$ cat src/hw/rtl/smfd_pkg.sv
// shared constants, queue item type and helpers for the fraction divider
package smfd_pkg;

  localparam int DATA_WIDTH    = 32;
  localparam int FRACTION_BITS = 5;
  localparam int WHOLE_WIDTH   = DATA_WIDTH - 1;
  localparam int STEPS         = DATA_WIDTH + FRACTION_BITS;
  localparam int CNT_WIDTH     = $clog2(STEPS);
  // queue depth, power of two
  localparam int QUEUE_DEPTH   = 2;
  localparam int QPTR_WIDTH    = (QUEUE_DEPTH > 1) ? $clog2(QUEUE_DEPTH) : 1;
  localparam int QCNT_WIDTH    = $clog2(QUEUE_DEPTH + 1);

  typedef logic [DATA_WIDTH-1:0] mag_t;

  typedef struct packed {
    mag_t dividend_mag;
    mag_t divisor_mag;
    logic negative;
    logic div_by_zero;
  } job_t;

  // magnitude of a two's complement word, exact for the most negative value
  function automatic mag_t magnitude(input logic [DATA_WIDTH-1:0] x);
    mag_t m;
    m = x[DATA_WIDTH-1] ? (~x + mag_t'(1)) : x;
    return m;
  endfunction

endpackage

$ cat src/hw/rtl/smfd_front.sv
// front stage: takes operands, forms magnitudes and classifies the item
module smfd_front (
  input  logic                            clk,
  input  logic                            rst_n,
  input  logic                            in_valid,
  output logic                            in_stall,
  input  logic [smfd_pkg::DATA_WIDTH-1:0] in_dividend,
  input  logic [smfd_pkg::DATA_WIDTH-1:0] in_divisor,
  output logic                            push_valid,
  input  logic                            push_ready,
  output smfd_pkg::job_t                  push_job
);

  logic           valid_r;
  logic           valid_nxt;
  smfd_pkg::job_t job_r;
  smfd_pkg::job_t job_nxt;
  logic           accept;
  logic           a_zero;
  logic           d_zero;

  assign in_stall = valid_r && !push_ready;
  assign accept   = in_valid && !in_stall;
  assign a_zero   = (in_dividend == '0);
  assign d_zero   = (in_divisor == '0);

  always_comb begin
    job_nxt              = job_r;
    job_nxt.dividend_mag = smfd_pkg::magnitude(in_dividend);
    job_nxt.divisor_mag  = smfd_pkg::magnitude(in_divisor);
    job_nxt.div_by_zero  = d_zero;
    // sign only matters for a real, nonzero quotient
    job_nxt.negative     = !a_zero && !d_zero &&
                           (in_dividend[smfd_pkg::DATA_WIDTH-1] ^
                            in_divisor[smfd_pkg::DATA_WIDTH-1]);
    if (accept) begin
      valid_nxt = 1'b1;
    end else if (push_ready) begin
      valid_nxt = 1'b0;
    end else begin
      valid_nxt = valid_r;
    end
  end

  always_ff @(posedge clk) begin
    if (!rst_n) begin
      valid_r <= 1'b0;
    end else begin
      valid_r <= valid_nxt;
    end
    if (accept) begin
      job_r <= job_nxt;
    end
  end

  assign push_valid = valid_r;
  assign push_job   = job_r;

  a_front_hold: assert property (@(posedge clk) disable iff (!rst_n)
    (valid_r && !push_ready) |=> (valid_r && $stable(job_r)))
    else $error("front item changed while queue full");

  a_front_stall: assert property (@(posedge clk) disable iff (!rst_n)
    (accept) |=> valid_r)
    else $error("accepted item not held in front register");

  a_front_dbz: assert property (@(posedge clk) disable iff (!rst_n)
    (valid_r && job_r.div_by_zero) |-> !job_r.negative)
    else $error("divide by zero item marked negative");

endmodule

$ cat src/hw/rtl/smfd_queue.sv
// short queue between the front stage and the divider core
module smfd_queue (
  input  logic           clk,
  input  logic           rst_n,
  input  logic           push_valid,
  output logic           push_ready,
  input  smfd_pkg::job_t push_job,
  output logic           pop_valid,
  input  logic           pop_ready,
  output smfd_pkg::job_t pop_job
);

  smfd_pkg::job_t                        slot_r [smfd_pkg::QUEUE_DEPTH];
  logic [smfd_pkg::QPTR_WIDTH-1:0]       wr_ptr_r;
  logic [smfd_pkg::QPTR_WIDTH-1:0]       rd_ptr_r;
  logic [smfd_pkg::QCNT_WIDTH-1:0]       count_r;
  logic                                  push;
  logic                                  pop;

  assign push_ready = (count_r != smfd_pkg::QCNT_WIDTH'(smfd_pkg::QUEUE_DEPTH));
  assign pop_valid  = (count_r != '0);
  assign push       = push_valid && push_ready;
  assign pop        = pop_valid && pop_ready;
  assign pop_job    = slot_r[rd_ptr_r];

  always_ff @(posedge clk) begin
    if (!rst_n) begin
      wr_ptr_r <= '0;
      rd_ptr_r <= '0;
      count_r  <= '0;
    end else begin
      if (push) begin
        wr_ptr_r <= wr_ptr_r + 1'b1;
      end
      if (pop) begin
        rd_ptr_r <= rd_ptr_r + 1'b1;
      end
      if (push && !pop) begin
        count_r <= count_r + 1'b1;
      end else if (pop && !push) begin
        count_r <= count_r - 1'b1;
      end
    end
    if (push) begin
      slot_r[wr_ptr_r] <= push_job;
    end
  end

  a_queue_bound: assert property (@(posedge clk) disable iff (!rst_n)
    count_r <= smfd_pkg::QCNT_WIDTH'(smfd_pkg::QUEUE_DEPTH))
    else $error("queue count beyond depth");

  a_queue_ptrs: assert property (@(posedge clk) disable iff (!rst_n)
    (count_r == '0) |-> (wr_ptr_r == rd_ptr_r))
    else $error("empty queue with pointers apart");

  a_queue_pop: assert property (@(posedge clk) disable iff (!rst_n)
    (pop && !push) |=> (count_r == $past(count_r) - 1'b1))
    else $error("queue pop lost");

endmodule

$ cat src/hw/rtl/smfd_core.sv
// divider core: restoring shift-and-subtract, one quotient bit per cycle
module smfd_core (
  input  logic                              clk,
  input  logic                              rst_n,
  input  logic                              pop_valid,
  output logic                              pop_ready,
  input  smfd_pkg::job_t                    pop_job,
  output logic                              out_valid,
  input  logic                              out_stall,
  output logic [smfd_pkg::WHOLE_WIDTH-1:0]  out_quotient_whole,
  output logic [smfd_pkg::FRACTION_BITS-1:0] out_quotient_fraction,
  output logic                              out_negative,
  output logic                              out_div_by_zero
);

  typedef enum logic [1:0] {
    S_IDLE,
    S_RUN,
    S_OUT
  } state_t;

  state_t                              state_r;
  logic [smfd_pkg::DATA_WIDTH-1:0]     a_r;
  logic [smfd_pkg::DATA_WIDTH-1:0]     d_r;
  logic [smfd_pkg::DATA_WIDTH-1:0]     rem_r;
  logic [smfd_pkg::DATA_WIDTH-1:0]     rem_nxt;
  logic [smfd_pkg::STEPS-1:0]          q_r;
  logic [smfd_pkg::STEPS-1:0]          q_nxt;
  logic [smfd_pkg::CNT_WIDTH-1:0]      cnt_r;
  logic                                neg_r;
  logic [smfd_pkg::DATA_WIDTH:0]       rem_sh;
  logic [smfd_pkg::DATA_WIDTH:0]       diff;
  logic                                take;
  logic [smfd_pkg::DATA_WIDTH-1:0]     whole_full;
  logic                                out_valid_r;
  logic [smfd_pkg::WHOLE_WIDTH-1:0]    whole_r;
  logic [smfd_pkg::FRACTION_BITS-1:0]  frac_r;
  logic                                negative_r;
  logic                                dbz_r;

  // once the dividend bits run out, zeros shift in for the fraction bits
  assign rem_sh     = {rem_r, a_r[smfd_pkg::DATA_WIDTH-1]};
  assign diff       = rem_sh - {1'b0, d_r};
  assign take       = !diff[smfd_pkg::DATA_WIDTH];
  assign rem_nxt    = take ? diff[smfd_pkg::DATA_WIDTH-1:0]
                           : rem_sh[smfd_pkg::DATA_WIDTH-1:0];
  assign q_nxt      = {q_r[smfd_pkg::STEPS-2:0], take};
  assign whole_full = q_nxt[smfd_pkg::STEPS-1:smfd_pkg::FRACTION_BITS];
  assign pop_ready  = (state_r == S_IDLE);

  always_ff @(posedge clk) begin
    if (!rst_n) begin
      state_r     <= S_IDLE;
      out_valid_r <= 1'b0;
    end else begin
      case (state_r)
        S_IDLE: begin
          if (pop_valid) begin
            a_r   <= pop_job.dividend_mag;
            d_r   <= pop_job.divisor_mag;
            neg_r <= pop_job.negative;
            rem_r <= '0;
            q_r   <= '0;
            cnt_r <= smfd_pkg::CNT_WIDTH'(smfd_pkg::STEPS - 1);
            if (pop_job.div_by_zero) begin
              whole_r     <= '0;
              frac_r      <= '0;
              negative_r  <= 1'b0;
              dbz_r       <= 1'b1;
              out_valid_r <= 1'b1;
              state_r     <= S_OUT;
            end else begin
              state_r <= S_RUN;
            end
          end
        end
        S_RUN: begin
          a_r   <= {a_r[smfd_pkg::DATA_WIDTH-2:0], 1'b0};
          rem_r <= rem_nxt;
          q_r   <= q_nxt;
          cnt_r <= cnt_r - 1'b1;
          if (cnt_r == '0) begin
            // quotient of 2^(w-1) by one does not fit: saturate
            if (whole_full[smfd_pkg::DATA_WIDTH-1]) begin
              whole_r <= '1;
              frac_r  <= '1;
            end else begin
              whole_r <= whole_full[smfd_pkg::WHOLE_WIDTH-1:0];
              frac_r  <= q_nxt[smfd_pkg::FRACTION_BITS-1:0];
            end
            negative_r  <= neg_r;
            dbz_r       <= 1'b0;
            out_valid_r <= 1'b1;
            state_r     <= S_OUT;
          end
        end
        S_OUT: begin
          if (!out_stall) begin
            out_valid_r <= 1'b0;
            state_r     <= S_IDLE;
          end
        end
        default: begin
          out_valid_r <= 1'b0;
          state_r     <= S_IDLE;
        end
      endcase
    end
  end

  assign out_valid             = out_valid_r;
  assign out_quotient_whole    = whole_r;
  assign out_quotient_fraction = frac_r;
  assign out_negative          = negative_r;
  assign out_div_by_zero       = dbz_r;

  a_core_valid_state: assert property (@(posedge clk) disable iff (!rst_n)
    out_valid_r == (state_r == S_OUT))
    else $error("result valid out of step with state");

  a_core_finish: assert property (@(posedge clk) disable iff (!rst_n)
    (state_r == S_RUN && cnt_r == '0) |=> (out_valid_r && !dbz_r))
    else $error("last step did not present a result");

  a_core_dbz_zero: assert property (@(posedge clk) disable iff (!rst_n)
    (out_valid_r && dbz_r) |-> (whole_r == '0 && frac_r == '0 && !negative_r))
    else $error("divide by zero result not cleared");

  a_core_rem_bound: assert property (@(posedge clk) disable iff (!rst_n)
    (state_r == S_RUN) |-> (rem_r < d_r))
    else $error("partial remainder not below divisor");

endmodule

$ cat src/hw/rtl/sign_magnitude_fraction_divider_top.sv
// top level of the sign-magnitude fraction divider
// Usage: the input channel (in_valid, in_stall, in_dividend, in_divisor) takes
// two signed two's complement operands; an item is taken on a clock edge with
// in_valid high and in_stall low. The result channel (out_valid, out_stall)
// returns the magnitude quotient as a 31-bit whole part and 5 truncated
// fraction bits, a negative flag and a div_by_zero flag, one result per item,
// in order. A zero divisor gives div_by_zero with all other fields zero.
// An item taken passes the front register and the queue, is loaded into the
// core and then takes 37 restoring steps (one per quotient bit: 32 whole
// bits plus 5 fraction bits) in the single subtractor, the last of which writes
// the result register. The core takes no new item until its result is taken,
// so the subtract loop sets the throughput; a zero divisor skips it.
// The front and a two-entry queue keep taking items while the core works.
// When out_stall is high the result holds and the core waits; the queue
// then fills and in_stall rises. Synchronous active-low reset empties the
// front register and queue and returns the core to idle, dropping any item.
module sign_magnitude_fraction_divider_top (
  input  logic                               clk,
  input  logic                               rst_n,
  input  logic                               in_valid,
  output logic                               in_stall,
  input  logic [smfd_pkg::DATA_WIDTH-1:0]    in_dividend,
  input  logic [smfd_pkg::DATA_WIDTH-1:0]    in_divisor,
  output logic                               out_valid,
  input  logic                               out_stall,
  output logic [smfd_pkg::WHOLE_WIDTH-1:0]   out_quotient_whole,
  output logic [smfd_pkg::FRACTION_BITS-1:0] out_quotient_fraction,
  output logic                               out_negative,
  output logic                               out_div_by_zero
);

  logic           push_valid;
  logic           push_ready;
  smfd_pkg::job_t push_job;
  logic           pop_valid;
  logic           pop_ready;
  smfd_pkg::job_t pop_job;

  smfd_front u_front (
    .clk         (clk),
    .rst_n       (rst_n),
    .in_valid    (in_valid),
    .in_stall    (in_stall),
    .in_dividend (in_dividend),
    .in_divisor  (in_divisor),
    .push_valid  (push_valid),
    .push_ready  (push_ready),
    .push_job    (push_job)
  );

  smfd_queue u_queue (
    .clk        (clk),
    .rst_n      (rst_n),
    .push_valid (push_valid),
    .push_ready (push_ready),
    .push_job   (push_job),
    .pop_valid  (pop_valid),
    .pop_ready  (pop_ready),
    .pop_job    (pop_job)
  );

  smfd_core u_core (
    .clk                   (clk),
    .rst_n                 (rst_n),
    .pop_valid             (pop_valid),
    .pop_ready             (pop_ready),
    .pop_job               (pop_job),
    .out_valid             (out_valid),
    .out_stall             (out_stall),
    .out_quotient_whole    (out_quotient_whole),
    .out_quotient_fraction (out_quotient_fraction),
    .out_negative          (out_negative),
    .out_div_by_zero       (out_div_by_zero)
  );

endmodule

$ cat config.mk
export PLATFORM = sky130hd
export DESIGN_NAME = sign_magnitude_fraction_divider_top
export DESIGN_NICKNAME = d
export VERILOG_FILES = /design/src/hw/rtl/smfd_pkg.sv /design/src/hw/rtl/smfd_front.sv /design/src/hw/rtl/smfd_queue.sv /design/src/hw/rtl/smfd_core.sv /design/src/hw/rtl/sign_magnitude_fraction_divider_top.sv
export SDC_FILE = /design/constraint.sdc
export NUM_CORES = 1
export LEC_CHECK = 0
export ABC_AREA = 1
export CELL_PAD_IN_SITES_DETAIL_PLACEMENT = 1
export CELL_PAD_IN_SITES_GLOBAL_PLACEMENT = 2
export CORE_ASPECT_RATIO = 1.25
export CORE_MARGIN = 2
export CORE_UTILIZATION = 41
export DETAILED_ROUTE_END_ITERATION = 10
export DONT_BUFFER_PORTS = 1
export PLACE_DENSITY = 0.8
export SYNTH_ARGS = -nofsm -noshare
export SYNTH_HDL_FRONTEND = slang
export SYNTH_SLANG_ARGS = --single-unit
$ cat constraint.sdc
create_clock -name clk -period 6.45 [get_ports clk]
set_clock_uncertainty 0.1 [all_clocks]
set_input_delay 0.645 -clock clk [delete_from_list [all_inputs] [get_ports clk]]
set_output_delay 0.645 -clock clk [all_outputs]
set_load 0.02 [all_outputs]
**Yosys cells after proc, flatten, opt, wreduce, memory -nomap -nowiden**

Memory sizes are Yosys's and may differ from the RTL's. A register that Yosys moved wholly into a read port is not among the register bits.
Index checks and enable logic that the tools add are counted.

- Register bits after elaboration: 251
- Bits in latches: 0
- Bits in writable memories: 132
- Memory bits (read-only): 0
- Bits of input ports: 68
- Output and inout port bits: 40
- Word-level logic and storage cells: 114
- Memories: 1

Memories:

| name | depth | bits a word | read ports | clocked after memory_dff | wr ports | RTL line | text |
|---|---|---|---|---|---|---|---|
| u_queue.slot_r | 2 | 66 | 1 | 1 | 1 | smfd_queue.sv:13 | `smfd_pkg::job_t slot_r [smfd_pkg::QUEUE_DEPTH];` |

- Add/subtract/negate cells: 8
- Multiply operators: 0
- Div/mod/pow operators: 0
- $lt $le $gt $ge: 0
- Equal/unequal tests: 7
- Shift operators: 0
- Muxes and demuxes: 45
- Bitwise operators: 3
- Reductions and logical operators: 28

Operator list:

| operator | number |
|---|---|
| 31-bit 2-to-1 mux | 6 |
| 32-bit one-hot mux with 2 select lines | 2 |
| 32-bit 2-to-1 mux | 3 |
| 36-bit one-hot mux with 2 select lines | 1 |
| 32-bit by 1-bit adder with 32-bit output, second input constant | 2 |
| 32-bit logical NOT | 2 |
| 32-bit NOT | 2 |
| 31-bit one-hot mux with 2 select lines | 1 |
| 36-bit 2-to-1 mux | 1 |
| 33-bit by 32-bit subtractor with 33-bit output | 1 |
| 5-bit 2-to-1 mux | 4 |
| 1-bit 2-to-1 mux | 14 |
| 2-bit 2-to-1 mux | 6 |
| 6-bit one-hot mux with 2 select lines | 1 |
| 5-bit one-hot mux with 2 select lines | 1 |
| 3-bit AND reduction | 3 |
| 1-bit logical AND | 8 |
| 2-bit nonzero test | 4 |
| 1-bit logical NOT | 7 |
| 6-bit logical NOT | 1 |
| 6-bit 2-to-1 mux | 1 |
| 2-bit inequality test, second input constant | 3 |
| 2-bit one-hot mux with 3 select lines | 1 |
| 6-bit by 1-bit subtractor with 6-bit output, second input constant | 1 |
| 12 further kinds | 15 |

**Longest topological paths before layout**

Gate-level depths: netlist of run 1.

- Depth in word-level cells: 6
- Depth in mapped cells: 18
- Gate-level depth less buffers: 17

**Hierarchy**

From an unflattened synthesis of run 1, not the netlist that was laid out.

- Cells, all modules: 1943
- Area total of the unflattened synthesis: 19134.6 um2

Modules (own cells, without submodules):

| module | instances | cells each | area each (um2) | sequential area each (um2) |
|---|---|---|---|---|
| smfd_core | 1 | 1173 | 9848.2 | 5375.2 |
| smfd_queue | 1 | 242 | 5163.7 | 4063.9 |
| smfd_front | 1 | 528 | 4122.7 | 2001.9 |

**Worst setup path after synthesis of run 1**

Ideal clock, no wire load.

- Path kind: input -> register
- From: in rst_n
- To: reg u_core.a_r[0] in the netlist's numbering (enable)
- Library setup time: 0.574 ns
- Arrival: 5.144 ns
- Required time: 5.776 ns
- Slack: 0.631 ns
- Stages on the path: 2
- Path buffers: 0
- Path through: nand2_1 nor2_1

- Word-level cells in the longest chain between the ends: 1

RTL lines:

| item | RTL line | text |
|---|---|---|
| from (decl) | sign_magnitude_fraction_divider_top.sv:19 | `input logic rst_n,` |
| 3-bit AND reduction (no source line) | n/a |  |
| to (signal assigned) | smfd_core.sv:59 | `a_r <= pop_job.dividend_mag;` |
| to (signal assigned) | smfd_core.sv:78 | `a_r <= {a_r[smfd_pkg::DATA_WIDTH-2:0], 1'b0};` |
| to (decl) | smfd_core.sv:23 | `logic [smfd_pkg::DATA_WIDTH-1:0] a_r;` |

Every way passes these cells.
A chain may end at the register's enable or synchronous reset.

**Worst setup path after layout of run 1**

- From: reg u_core.state_r[1]
- To: reg u_core.cnt_r[5] in the netlist's numbering, data pin

- Word-level cells in the longest chain between the ends: 2
- Elaborated cells between the ends (all ways): 3
- Classes of those cells: 1 x eq/ne; 1 x mux; 1 x reduce/logical

RTL lines:

| item | RTL line | text |
|---|---|---|
| from (decl) | smfd_core.sv:22 | `state_t state_r;` |
| from (signal assigned) | smfd_core.sv:53 | `state_r <= S_IDLE;` |
| from (signal assigned) | smfd_core.sv:71 | `state_r <= S_OUT;` |
| from (signal assigned) | smfd_core.sv:73 | `state_r <= S_RUN;` |
| 2-bit by 1-bit == test with 1-bit output or 2-bit logical NOT (tied branches) | smfd_core.sv:56 | `case (state_r)` |
| 6-bit one-hot mux with 2 select lines * | smfd_core.sv:56 |  |
| to (signal assigned) | smfd_core.sv:64 | `cnt_r <= smfd_pkg::CNT_WIDTH'(smfd_pkg::STEPS - 1);` |
| to (signal assigned) | smfd_core.sv:81 | `cnt_r <= cnt_r - 1'b1;` |
| to (decl) | smfd_core.sv:29 | `logic [smfd_pkg::CNT_WIDTH-1:0] cnt_r;` |

Mark *: on every way between the ends. The rest lies on a longest branch, timed or not.

==> impl_metrics.env, run 1 <==
export IMPL_dp_hpwl_mm=30.08
export IMPL_yosysTopAreaCellShare_pct=61.33
export IMPL_dr_pass1_iters=5
export IMPL_portBuffers=0
export IMPL_rows=86
export IMPL_antenna_found_initial=0
export IMPL_cts_tree="built"
export IMPL_place_area_um2=18970
export IMPL_globalplace_congestion=0.8051
export IMPL_maxCapViolations=0
export IMPL_worst_pin_slew_ps=1103
export IMPL_drc=0
export IMPL_clkSinkCount=384
export IMPL_root_buffer="clkbuf_16"
export IMPL_wl_mm=41.71
export IMPL_crit_type="flip-flop to flip-flop"
export IMPL_async_reset_ff_share_pct=0
export IMPL_hold_slack_ps=103.5
export IMPL_drtIter0Drc=692
export IMPL_crit_fanout=88
export IMPL_worstPathRequired_ps=6630
export IMPL_numCtsBuffers=38
export IMPL_syn_area_um2=18360
export IMPL_grt_max_degree=89
export IMPL_io_pins=108
export IMPL_clk_pin_slew_ps=60
export IMPL_wl_per_cell_um=16.76
export IMPL_startpoint_type="flip-flop"
export IMPL_leakagePower_nw=8.550
export IMPL_clock_fmax_ghz=0.3052
export IMPL_syn_nets=1991
export IMPL_synth_cell_types=38
export IMPL_synth_flop_cell="edfxtp_1"
export IMPL_hold_violations=0
export IMPL_final_area_um2=20210
export IMPL_antenna_left=0
export IMPL_yosys_warnings=0
export IMPL_grt_usage_pct=17.95
export IMPL_status="finished, final reports clean"
export IMPL_htreeDepth=2
export IMPL_power_density_nw_per_um2=434.8
export IMPL_initial_utilization_pct=41.62
export IMPL_fin_setup_tns_ps=0
export IMPL_fin_crit_ps=3276
export IMPL_grt_pass1_vias=12835
export IMPL_synth_area_leaders="edfxtp_1 61%, nand2_1 11%, inv_1 5.7%"
export IMPL_die_area_um2=46500
export IMPL_drive_above_1_share_pct=4.956
export IMPL_coreArea_um2=44120
export IMPL_drv_slew=0
export IMPL_nets=1993
export IMPL_ys_seq_area_share_pct=62.31
export IMPL_hold_buffers=0
export IMPL_gr_total_overflow=0
export IMPL_end_kind="flip-flop"
export IMPL_finalSetupViolations=0
export IMPL_grt_pass1_wl_mm=67.07
export IMPL_synth_area_per_cell_um2=9.741
export IMPL_vdd_ir_drop_worst_v=0.0002805
export IMPL_total_power_mw=8.785
export IMPL_clockBufferDepth=3
export IMPL_worst_skew_pair_late_latency_ps=540
export IMPL_netlist_instances=1885
export IMPL_die_w_um=193.3
export IMPL_hold_path_class="input port to flip-flop"
export IMPL_routed_via_count=12156
export IMPL_vias_per_cell=4.884
export IMPL_synth_largest_area_cell="edfxtp_1"
export IMPL_crit_arrival_ps=3460
export IMPL_post_cts_setup_buffers=0
export IMPL_fin_crit_sh_pct=50.79
export IMPL_rsz0062_at_grt="no"
export IMPL_maxSlewHeadroom_pct=26.32
export IMPL_area_delta_synth_final_pct=10.04
export IMPL_ys_ff_latch=384
export IMPL_fp_dieH_um=240.6
export IMPL_synth_edf_count=375
export IMPL_ctsResizeCount=0
export IMPL_fillers=4984
export IMPL_diodes=0
[report_power, final]
part           internal [mW]  leakage [nW]  switching (mW)
Combinational          0.788          4.34            1.97
Sequential              3.51          3.60           0.296
Clock                   1.29         0.607           0.929
[worst paths after layout]
| kind | start | depth (start not counted) | endpoint | slack (ps) |
|---|---|---|---|---|
| min reg2reg | u_front.push_job[7] | 0 | u_queue.slot_r[0][7] | 340 |
| max | u_core.state_r[1] | 6 | u_core.cnt_r[5] | 3170 |
| max reg2reg | u_core.state_r[1] | 6 | u_core.cnt_r[5] | 3170 |
| min | in_divisor[0] | 0 | u_front.push_job[2] | 100 |
[worst max-delay path, cell delays in order, from the launching register on]
cell	delay, ps
dfxtp_1	390
nor2_4	710
buf_4	540
clkinv_2	400
buf_4	480
a21oi_1	250
o21ai_0	100
[Yosys cell counts (all sizes together), types with 2 or more instances]
library cell / n
o21bai: 3
nand4: 22
edfxtp: 375
inv: 280
o21ai: 27
o31ai: 2
clkbuf: 33
or2: 2
nand3: 64
xnor2: 14
nor3: 14
a21oi: 136
nand3b: 9
ha: 37
nand2: 531
o211ai: 3
nor4: 3
clkinv: 2
a21o: 2
a31oi: 3
buf: 14
nor2: 243
dfxtp: 9
xor2: 53
[through the flow]
stage,utilization [%],std cells,setup slack [ps]
after floorplan,-,1885,631.4
after global placement,42.99,2419,3179
after detailed placement,42.99,2419,3111
after CTS,45.80,2489,3080
after global routing,45.80,2489,2856
final,45.80,2489,3174
[layout by cell type (no fill, tap or decap), types with 4 or more instances in the layout]
cell	instances
bufinv_16	4
nor2_2	4
nand3b_1	9
ha_1	37
nand2_2	10
edfxtp_1	375
o21ai_0	27
inv_1	276
buf_4	9
clkbuf_16	39
nor2_1	234
clkbuf_1	9
nand2_1	516
clkinv_2	6
a21oi_1	135
nand4_1	22
nor2_4	5
nand2_4	4
nor3_1	14
dfxtp_1	8
clkinv_1	11
xnor2_1	14
xor2_1	53
nand3_1	62
[logic make-up (layout without fill, tap and decap cells)]
family          Yosys count  in the layout  share of synthesized area [%]
compound gates          176            176                          5.015
flops                   384            384                          62.31
simple gates            891            891                          19.88
fa+ha+maj                38             38                          2.630
xor+xnor                 67             67                          3.196
buf+inv                 329            361                          6.971
[sequential cells by signal, summed over array words and instances (netlist names), 5 cells and up, named ones only]
register and flops:
u_core.out_quotient_fraction 5, u_core.d_r 32, u_core.cnt_r 6, u_core.q_r 36, u_core.rem_r 32, u_queue.slot_r 132
u_front.push_job 66, u_core.out_quotient_whole 31, u_core.a_r 32
[routing by layer]
layer | global-route usage [%] | wire length [µm] | share of wire, %
met3 | 2.739 | 1285 | 3.1
met5 | 0 | 0 | 0
met1 | 22.40 | 18530 | 44
met2 | 32.56 | 21160 | 51
met4 | 4.742 | 734 | 1.8
[area by class of cell]
type / count / area [µm²] / share of cell area [%]
clock buffers: 49 / 1023 / 5.065
clock inverters: 21 / 216.5 / 1.071
inverters: 282 / 1060 / 5.245
multi-input cells: 1172 / 5680 / 28.11
flip-flops and latches: 384 / 11440 / 56.63
well taps: 572 / 715.7 / 3.542
repair buffers: 9 / 67.56 / 0.3344
No activity file was read; power rests on OpenSTA's default activity.
==> run 2: changes to the inputs <==
==> constraint.sdc (replaced) <==
create_clock -name clk -period 3.3 [get_ports clk]
set_clock_uncertainty 0.1 [all_clocks]
set_input_delay 0.33 -clock clk [delete_from_list [all_inputs] [get_ports clk]]
set_output_delay 0.33 -clock clk [all_outputs]
set_load 0.02 [all_outputs]
==> run 2 against run 1 <==
Effect of this change: wire length rose by 5.2%; design area increased by 3.5%; combinational power rose by 110%; first-iteration DRC count is 21% lower; via count up 3.7%; maximum frequency rose by 18%; clock power grew 91%; count of clock-buffer cells in the layout is 6 lower; core utilization up 1.6 points; critical path depth is 11 higher; non-clock buffer count rose by 68.
==> impl_metrics.env, run 2 (synthesis results as in run 1) <==
export IMPL_p_comb_share_pct=32.9
export IMPL_largest_register_ffs=132
export IMPL_fin_crit_ps=2781
export IMPL_drc=0
export IMPL_drtIter0Drc=544
export IMPL_maxSlewHeadroom_pct=27.32
export IMPL_dr_pass1_iters=5
export IMPL_dp_hpwl_mm=30.42
export IMPL_fillers=4992
export IMPL_grt_pass1_vias=13613
export IMPL_nets=2061
export IMPL_timing_rr_end="u_core.rem_r[2]"
export IMPL_clkSinkCount=384
export IMPL_hold_path_class="input port to flip-flop"
export IMPL_end_kind="flip-flop"
export IMPL_io_pins=108
export IMPL_portBuffers=0
export IMPL_worst_skew_pair_late_latency_ps=540
export IMPL_startpoint_type="flip-flop"
export IMPL_vias_per_cell=4.940
export IMPL_layout_common_cells="516 x nand2_1, 375 x edfxtp_1, 276 x inv_1"
export IMPL_cts_tree="built"
export IMPL_rr_startpoint="u_core.a_r[31]"
export IMPL_die_w_um=193.3
export IMPL_worstPathRequired_ps=3480
export IMPL_wl_per_cell_um=17.20
export IMPL_htreeDepth=2
export IMPL_wl_mm=43.88
export IMPL_antenna_left=0
export IMPL_diodes=0
export IMPL_leakagePower_nw=8.839
export IMPL_power_frac_seq_pct=42.6
export IMPL_globalplace_congestion=0.8063
export IMPL_grt_pass1_wl_mm=71.25
export IMPL_fin_setup_tns_ps=0
export IMPL_holdCritStartpoint="in_divisor[31]"
export IMPL_clk_pin_slew_ps=60
export IMPL_status="finished, final reports clean"
export IMPL_p_sw_mw=6.325
export IMPL_area_delta_synth_final_pct=13.87
export IMPL_drive_above_1_share_pct=4.901
export IMPL_coreArea_um2=44120
export IMPL_finalSetupViolations=0
export IMPL_grt_usage_pct=19.12
export IMPL_rsz0062_at_grt="no"
export IMPL_switching_share_pct=36.61
export IMPL_grt_max_degree=78
export IMPL_rows=86
export IMPL_power_density_nw_per_um2=826.3
export IMPL_layout_commonest_cell="nand2_1"
export IMPL_drv_slew=0
export IMPL_numCtsBuffers=38
export IMPL_crit_type="flip-flop to flip-flop"
export IMPL_hold_violations=0
export IMPL_root_buffer="clkbuf_16"
export IMPL_clkPwrFrac_pct=24.5
export IMPL_final_area_um2=20910
export IMPL_die_area_um2=46500
export IMPL_r2r_cells=17
export IMPL_fp_dieH_um=240.6
export IMPL_vdd_ir_drop_worst_v=0.0006655
export IMPL_place_area_um2=19070
export IMPL_fin_crit_sh_pct=84.27
export IMPL_whs_endpoint="u_front.push_job[8]"
export IMPL_antenna_found_initial=0
export IMPL_clock_fmax_ghz=0.3596
export IMPL_maxCapViolations=0
export IMPL_largest_register="u_queue.slot_r"
export IMPL_crit_fanout=33
export IMPL_min_path_cells=2
export IMPL_gr_total_overflow=0
export IMPL_cellInternalPower_mw=10.95
export IMPL_initial_utilization_pct=41.62
export IMPL_crit_arrival_ps=2960
export IMPL_routed_via_count=12602
export IMPL_worst_pin_slew_ps=1083
export IMPL_post_cts_setup_buffers=0
export IMPL_clockBufferDepth=3
export IMPL_r2r_slack_ps=520
[run 2: worst max-delay path by stage]
stage | startpoint | endpoint | depth (start not counted) | slack [ps]
floorplan | u_core.cnt_r[0] | u_core.out_div_by_zero | 7 | 7
global placement | u_core.d_r[0] | u_core.rem_r[31] | 16 | 670
detailed placement | u_core.a_r[31] | u_core.rem_r[26] | 17 | 510
CTS | u_core.a_r[31] | u_core.rem_r[28] | 17 | 470
global route | u_core.a_r[31] | u_core.rem_r[28] | 17 | 260
finish | u_core.a_r[31] | u_core.rem_r[2] | 17 | 520
[run 2: final cells by class]
cell class	count	area, µm²	area share, %
Inverter	282	1060	5.069
Clock buffer	43	969.7	4.638
Clock inverter	21	226.5	1.083
Sequential cell	384	11440	54.73
Timing Repair Buffer	77	813.3	3.890
Multi-Input combinational cell	1172	5680	27.17
Tap cell	572	715.7	3.423
[run 2: metrics by stage]
stage	setup slack, ps	total power [mW]	std cells	hold slack [ps]	util, %
final	518.9	17.28	2551	21.83	47.39
after floorplan	7.203	11.49	1885	321.5	-
after global routing	257.7	18.49	2551	18.86	47.39
after detailed placement	509.5	13.15	2423	329.1	43.23
after CTS	465.7	17.54	2551	2.848	47.39
after global placement	666.2	12.93	2423	323.0	43.23
[run 2: power by group through the flow]
| stage | registers [mW] | logic [mW] | clock network [mW] |
|---|---|---|---|
| 3_5_place_dp | 7.46 | 5.68 | 0 |
| 3_3_place_gp | 7.41 | 5.51 | 0 |
| 2_1_floorplan | 7.35 | 4.15 | 0 |
| 4_1_cts | 7.37 | 5.82 | 4.36 |
| 6_report | 7.36 | 5.69 | 4.23 |
| 5_1_grt | 7.45 | 6.55 | 4.50 |
[run 2: per-layer routing]
layer	wire, µm	global-route usage (%)	share of wire (%)
met2	22590	35.28	51
met5	0	0	0
met3	1194	2.487	2.7
met4	1169	6.014	2.7
met1	18920	23.25	43
[run 2: critical path, stage by stage, from the launching register on]
cell	delay, ps
edfxtp_1	350
inv_1	50
ha_1	200
fa_1	390
inv_1	100
nand2_1	80
nand2_1	110
nand3_1	100
nand2_2	110
nand2_2	60
nand2_2	110
nand2_4	90
nand2_4	80
nand2_2	60
nand2_4	290
nand2_1	100
nand2_1	80
nor2_1	50
[run 2: what timing repair did]
action / in CTS / in global routing
hold buffers: 64 / 0
hold endpoints to repair: 70 / 0
gates resized for setup: 0 / 0
